`src/lurl_pkg.sv`:
```
// Package: shared types and constants for the longest unique run length unit
`timescale 1ns / 1ps
package lurl_pkg;

	localparam int CHAR_BITS   = 8;
	localparam int CHAR_VALUES = 1 << CHAR_BITS;
	localparam int LEN_BITS    = 16;

	typedef struct packed {
		logic [CHAR_BITS-1:0] char_byte;
		logic                 end_of_string;
	} char_t;

	typedef struct packed {
		logic [LEN_BITS-1:0] longest_length;
		logic                length_overflow;
	} result_t;

endpackage

```
`src/longest_unique_run_length_unit.sv`:
```
// Top level: longest run without a repeated byte, one byte per transaction
// Path: the final byte passes through the stage-1 register, then the output register.
// Throughput: one byte per cycle with same-byte updates bypassed around the
// memory; a final byte waits while a stalled result holds the output register.
// Reset: arst_n clears pipeline valids, seen bits and counters at once;
// the position memory needs no clearing and is ready after reset.
`timescale 1ns / 1ps
module longest_unique_run_length_unit #(
	parameter int POSITION_BITS = 16
) (
	input  logic              clk,
	input  logic              arst_n,
	input  logic              char_valid,
	output logic              char_stall,
	input  lurl_pkg::char_t   char_data,
	output logic              result_valid,
	input  logic              result_stall,
	output lurl_pkg::result_t result_data
);
	import lurl_pkg::*;

	logic                     rd_en;
	logic [CHAR_BITS-1:0]     rd_addr;
	logic [POSITION_BITS-1:0] rd_data;
	logic                     wr_en;
	logic [CHAR_BITS-1:0]     wr_addr;
	logic [POSITION_BITS-1:0] wr_data;
	logic                     out_free;
	logic                     res_valid;
	result_t                  res_data;
	logic                     out_valid_q;
	result_t                  out_data_q;

	lurl_pos_mem #(
		.POSITION_BITS(POSITION_BITS)
	) u_mem (
		.clk    (clk),
		.rd_en  (rd_en),
		.rd_addr(rd_addr),
		.rd_data(rd_data),
		.wr_en  (wr_en),
		.wr_addr(wr_addr),
		.wr_data(wr_data)
	);

	lurl_window #(
		.POSITION_BITS(POSITION_BITS)
	) u_window (
		.clk      (clk),
		.arst_n   (arst_n),
		.in_valid (char_valid),
		.in_data  (char_data),
		.in_stall (char_stall),
		.rd_en    (rd_en),
		.rd_addr  (rd_addr),
		.rd_data  (rd_data),
		.wr_en    (wr_en),
		.wr_addr  (wr_addr),
		.wr_data  (wr_data),
		.out_free (out_free),
		.res_valid(res_valid),
		.res_data (res_data)
	);

	assign out_free = !out_valid_q || !result_stall;

	always_ff @(posedge clk or negedge arst_n) begin
		if (!arst_n) begin
			out_valid_q <= 1'b0;
		end else if (out_free) begin
			out_valid_q <= res_valid;
		end
	end

	always_ff @(posedge clk) begin
		if (out_free && res_valid) begin
			out_data_q <= res_data;
		end
	end

	assign result_valid = out_valid_q;
	assign result_data  = out_data_q;

endmodule

```
`src/lurl_pos_mem.sv`:
```
// Module: last-position memory, one write port and one registered read port
`timescale 1ns / 1ps
module lurl_pos_mem #(
	parameter int POSITION_BITS = 16
) (
	input  logic                           clk,
	input  logic                           rd_en,
	input  logic [lurl_pkg::CHAR_BITS-1:0] rd_addr,
	output logic [POSITION_BITS-1:0]       rd_data,
	input  logic                           wr_en,
	input  logic [lurl_pkg::CHAR_BITS-1:0] wr_addr,
	input  logic [POSITION_BITS-1:0]       wr_data
);
	import lurl_pkg::*;

	logic [POSITION_BITS-1:0] mem [CHAR_VALUES];

	always_ff @(posedge clk) begin
		if (wr_en) begin
			mem[wr_addr] <= wr_data;
		end
	end

	always_ff @(posedge clk) begin
		if (rd_en) begin
			rd_data <= mem[rd_addr];
		end
	end

endmodule

```
`src/lurl_window.sv`:
```
// Module: window tracking stage with seen bits, counters and write-back bypass
`timescale 1ns / 1ps
module lurl_window #(
	parameter int POSITION_BITS = 16
) (
	input  logic                           clk,
	input  logic                           arst_n,
	input  logic                           in_valid,
	input  lurl_pkg::char_t                in_data,
	output logic                           in_stall,
	output logic                           rd_en,
	output logic [lurl_pkg::CHAR_BITS-1:0] rd_addr,
	input  logic [POSITION_BITS-1:0]       rd_data,
	output logic                           wr_en,
	output logic [lurl_pkg::CHAR_BITS-1:0] wr_addr,
	output logic [POSITION_BITS-1:0]       wr_data,
	input  logic                           out_free,
	output logic                           res_valid,
	output lurl_pkg::result_t              res_data
);
	import lurl_pkg::*;

	logic                     valid_s1;
	logic [CHAR_BITS-1:0]     char_s1;
	logic                     last_s1;
	logic                     byp_s1;
	logic [POSITION_BITS-1:0] bypd_s1;

	logic [CHAR_VALUES-1:0]   seen_q;
	logic [POSITION_BITS-1:0] pos_q;
	logic [POSITION_BITS-1:0] start_q;
	logic [POSITION_BITS-1:0] best_q;
	logic                     ovf_q;

	logic                     accept;
	logic                     fire;
	logic                     full;
	logic [POSITION_BITS-1:0] prev_pos;
	logic                     hit;
	logic [POSITION_BITS-1:0] new_start;
	logic [POSITION_BITS-1:0] run_len;
	logic [POSITION_BITS-1:0] new_best;
	logic [POSITION_BITS-1:0] final_best;
	logic                     sat;

	assign fire     = valid_s1 && (!last_s1 || out_free);
	assign in_stall = valid_s1 && !fire;
	assign accept   = in_valid && !in_stall;
	assign full     = &pos_q;

	assign rd_en   = accept;
	assign rd_addr = in_data.char_byte;

	assign prev_pos  = byp_s1 ? bypd_s1 : rd_data;
	assign hit       = seen_q[char_s1] && (prev_pos >= start_q);
	assign new_start = hit ? prev_pos + POSITION_BITS'(1) : start_q;
	assign run_len   = pos_q - new_start + POSITION_BITS'(1);
	assign new_best  = (run_len > best_q) ? run_len : best_q;

	assign wr_en   = fire && !full;
	assign wr_addr = char_s1;
	assign wr_data = pos_q;

	assign final_best = full ? best_q : new_best;

	generate
		if (POSITION_BITS > LEN_BITS) begin : g_wide
			assign sat = |final_best[POSITION_BITS-1:LEN_BITS];
			assign res_data.longest_length = sat ? {LEN_BITS{1'b1}}
			                                     : final_best[LEN_BITS-1:0];
		end else begin : g_narrow
			assign sat = 1'b0;
			assign res_data.longest_length = LEN_BITS'(final_best);
		end
	endgenerate

	assign res_data.length_overflow = full || ovf_q || sat;
	assign res_valid                = fire && last_s1;

	always_ff @(posedge clk or negedge arst_n) begin
		if (!arst_n) begin
			valid_s1 <= 1'b0;
		end else if (accept) begin
			valid_s1 <= 1'b1;
		end else if (fire) begin
			valid_s1 <= 1'b0;
		end
	end

	always_ff @(posedge clk) begin
		if (accept) begin
			char_s1 <= in_data.char_byte;
			last_s1 <= in_data.end_of_string;
			byp_s1  <= wr_en && (char_s1 == in_data.char_byte);
			bypd_s1 <= pos_q;
		end
	end

	always_ff @(posedge clk or negedge arst_n) begin
		if (!arst_n) begin
			seen_q  <= '0;
			pos_q   <= '0;
			start_q <= '0;
			best_q  <= '0;
			ovf_q   <= 1'b0;
		end else if (fire) begin
			if (last_s1) begin
				seen_q  <= '0;
				pos_q   <= '0;
				start_q <= '0;
				best_q  <= '0;
				ovf_q   <= 1'b0;
			end else if (full) begin
				ovf_q <= 1'b1;
			end else begin
				seen_q[char_s1] <= 1'b1;
				pos_q           <= pos_q + POSITION_BITS'(1);
				start_q         <= new_start;
				best_q          <= new_best;
			end
		end
	end

endmodule

```
`config.mk`:
```
export PLATFORM = sky130hd
export DESIGN_NAME = longest_unique_run_length_unit
export DESIGN_NICKNAME = d
export VERILOG_FILES = /design/src/lurl_pkg.sv /design/src/longest_unique_run_length_unit.sv /design/src/lurl_pos_mem.sv /design/src/lurl_window.sv
export SDC_FILE = /design/constraint.sdc
export NUM_CORES = 2
export LEC_CHECK = 0
export BUFFER_PORTS_ARGS = -buffer_cell sky130_fd_sc_hd__clkbuf_2
export CAP_MARGIN = 20
export CORE_UTILIZATION = 30
export CTS_CLUSTER_DIAMETER = 120
export CTS_CLUSTER_SIZE = 12
export DETAILED_ROUTE_END_ITERATION = 10
export PLACE_DENSITY = 0.5
export SYNTH_ARGS = -nofsm -noshare
export SYNTH_HDL_FRONTEND = slang
export SYNTH_SLANG_ARGS = --single-unit
```
`constraint.sdc`:
```
create_clock -name clk -period 8.39 [get_ports clk]
set_input_delay 1.678 -clock clk [delete_from_list [all_inputs] [get_ports clk]]
set_output_delay 1.678 -clock clk [all_outputs]
set_load 0.02 [all_outputs]
```
==> results.yml <==
outcome:
  status: "complete, but fails checks"
  violations: "DRC"
sta:
  fin_tns_setup_ns: 0
  hold_violations: 0
  worst_pin_slew_ns: 1.24
  fmax_mhz: 129
  setup_viol: 0
  slew_headroom_pct: 17.1
  slew_violations: 0
  period_share_pct: 92.6
  period_minus_slack_ns: 7.77
  fin_skew_ns: 0.0898
  rsz0062_at_grt: "false"
clock_network:
  cts_tree: "yes"
  numCtsBuffers: 410
  clock_tree.root_cell: "clkbuf_16"
  cts.repair_timing.setup_buffer_count: 0
  cts_num_sinks: 4462
  hold_buffers: 0
  clk_latency_ns: 1.03
  ctsResizeCount: 0
  cts_buffer_depth: 4
  cts.clk_slew.worst_paths_ns: 0.07
  cts-htree-levels: 5
drt:
  finalWirelength_um: 495000
  wl_per_cell_um: 31.6
  drcViolationCount: 26
  drt_iter0_markers: 9392
  ant_nets: 0
  via_per_inst: 5.21
  vias: 81500
  dr.pass1.iters: 9
placement:
  placed_area_um2: 186000
  hpwlAfterDp_um: 286000
  io_buffers: 31
  place_congestion: 0.838
yosys:
  yosysTopAreaCell: "edfxtp_1"
  yosysMostFrequentCell: "edfxtp_1"
  synth-warning-count: 0
  ys_seq_area_share_pct: 76.3
  syn_area_um2: 174000
  synthTopCellsByCount: "edfxtp_1 (4,155), mux4_2 (1,412), nor2_1 (440)"
  postSynthAreaPerCell_um2: 23.1
  async_reset_ff_share_pct: 6.88
  yosysTopAreaCellShare_pct: 71.9
  syn_nets: 7605
  synthFlopType: "edfxtp_1"
  syn_inst: 7528
  synthTopCellsByArea: "edfxtp_1 (72%), mux4_2 (18%), dfrtp_1 (4.4%)"
  synth_cell_type_count: 66
  synth_edf_count: 4155
  synth-seq-cells: 4462
worst_hold_path:
  min_from: "u_window.seen_q[109]"
  hp-class: "flop to flop"
worst_setup_path:
  r2r-start: "u_window.wr_addr[0]"
  cp.arrival_ns: 8.72
  critPathSlowestCell: "mux4_2"
  critPathKind: "flop to flop"
  slowest_delay_ns: 0.53
  crit_path_start: "u_window.wr_addr[0]"
  end_kind: "flop"
  required_ns: 9.33
  cp_max_fo: 9
  worstSetupStartpointType: "flop"
floorplan:
  die-area_um2: 581000
  rows: 278
  dieWidth_um: 763
  die_h_um: 763
  initial_utilization_pct: 30.2
  core_um2: 575000
  ios: 32
global_route:
  grt_pass1_wl_um: 688000
  grt_start_max_net_pins: 163
  grt_antenna_before_repair: 55
  grt.overflow.total: 0
  grt_pass1_vias: 84700
  grt_use_total_pct: 16.7
run:
  drv_cap: 0
cells_and_area:
  area_growth_pct: 13.5
  fin_area_um2: 197000
  nets: 7883
  layout-drive-gt1-share_pct: 30.7
power_and_ir_drop:
  power_w: 0.0437
  ir_drop_uv: 184
  power.density_nw_per_um2: 222
  p_leak_nw: 54.4
==> stage by stage <==
step	hold slack, ns	setup WS [ns]	std cells	utilization, %
4_1_cts	0.487	0.642	15600	34.2
5_1_grt	0.495	0.0235	15600	34.3
2_1_floorplan	0.454	0.00704	7528	-
3_3_place_gp	0.468	0.497	15100	32.3
6_report	0.486	0.617	15600	34.3
3_5_place_dp	0.472	0.677	15100	32.3
==> power by group <==
group	total, W	switching (W)	leakage [nW]	internal, W
Clock	0.0170	0.00804	5.42	0.00896
Sequential	0.0245	0.000135	37.2	0.0244
Combinational	0.00224	0.00139	11.8	0.000841
==> per-layer routing <==
layer / part of all wire, % / global-route usage (%)
met2: 48 / 27.3
met5: 0.012 / 0
met3: 6.2 / 2.50
met4: 2.1 / 3.36
met1: 44 / 23.8
==> critical path, delay by kind of cell (launching register included) <==
| kind | cells | cell delay, ns |
|---|---|---|
| multiplexers | 2 | 0.84 |
| adder cells (fa/ha/maj) | 4 | 1.11 |
| buffers and inverters | 5 | 0.78 |
| flip-flops | 1 | 0.43 |
| AO/OA/AOI/OAI | 13 | 2.67 |
| AND/OR/NAND/NOR | 8 | 1.88 |
==> cell families after synthesis <==
logic type	after synthesis	synth area share, %
compound gates	350	1.45
xor+xnor	45	0.227
fa+ha+maj	64	0.466
buf+inv	478	1.15
flops	4462	76.3
mux	1478	18.8
simple gates	651	1.57
==> worst paths after layout <==
check / slack [ns] / cells after the start / end
worst max-delay path: 0.62 / 32 / u_window.best_q[11]
worst min-delay path: 0.49 / 1 / u_window.seen_q[109]
worst max register to register: 0.62 / 32 / u_window.best_q[11]
worst min register to register: 0.49 / 1 / u_window.seen_q[109]
max in group asynchronous: 6.24 / 2 / u_window.seen_q[182]
min in group asynchronous: 0.66 / 1 / u_window.best_q[3]
==> final cells by class <==
cell class,count,area (µm²)
fillers,53200,378000
flip-flops and latches,4462,133000
multi-input cells,2588,40600
clock buffers,516,10800
well taps,7700,9630
repair buffers,282,2730
clock inverters,23,379
inverters,62,238
diodes,13,32.5
==> registers in the layout, indices dropped and copies added (netlist names) <==
register / cells
u_mem.mem: 4096
u_window.seen_q: 256
result_data: 17
u_mem.rd_data: 16
u_window.best_q: 16
u_window.bypd_s1: 16
u_window.start_q: 16
u_window.wr_data: 16
u_window.wr_addr: 8
result_valid: 1
u_window.byp_s1: 1
u_window.last_s1: 1
u_window.ovf_q: 1
u_window.valid_s1: 1
==> placed cells by master, fill, tap and decap left out, drive strengths merged, types with 33 or more instances in the layout <==
cell type and count:
a21oi 57, buf 258, clkbuf 540, dfrtp 307, edfxtp 4155, ha 63, inv 78, mux2i 35
mux4 1421, nand2 77, nor2 440, nor3 39, o21a 183, xnor2 33
Note: power is estimated with default switching activity, not from simulation.
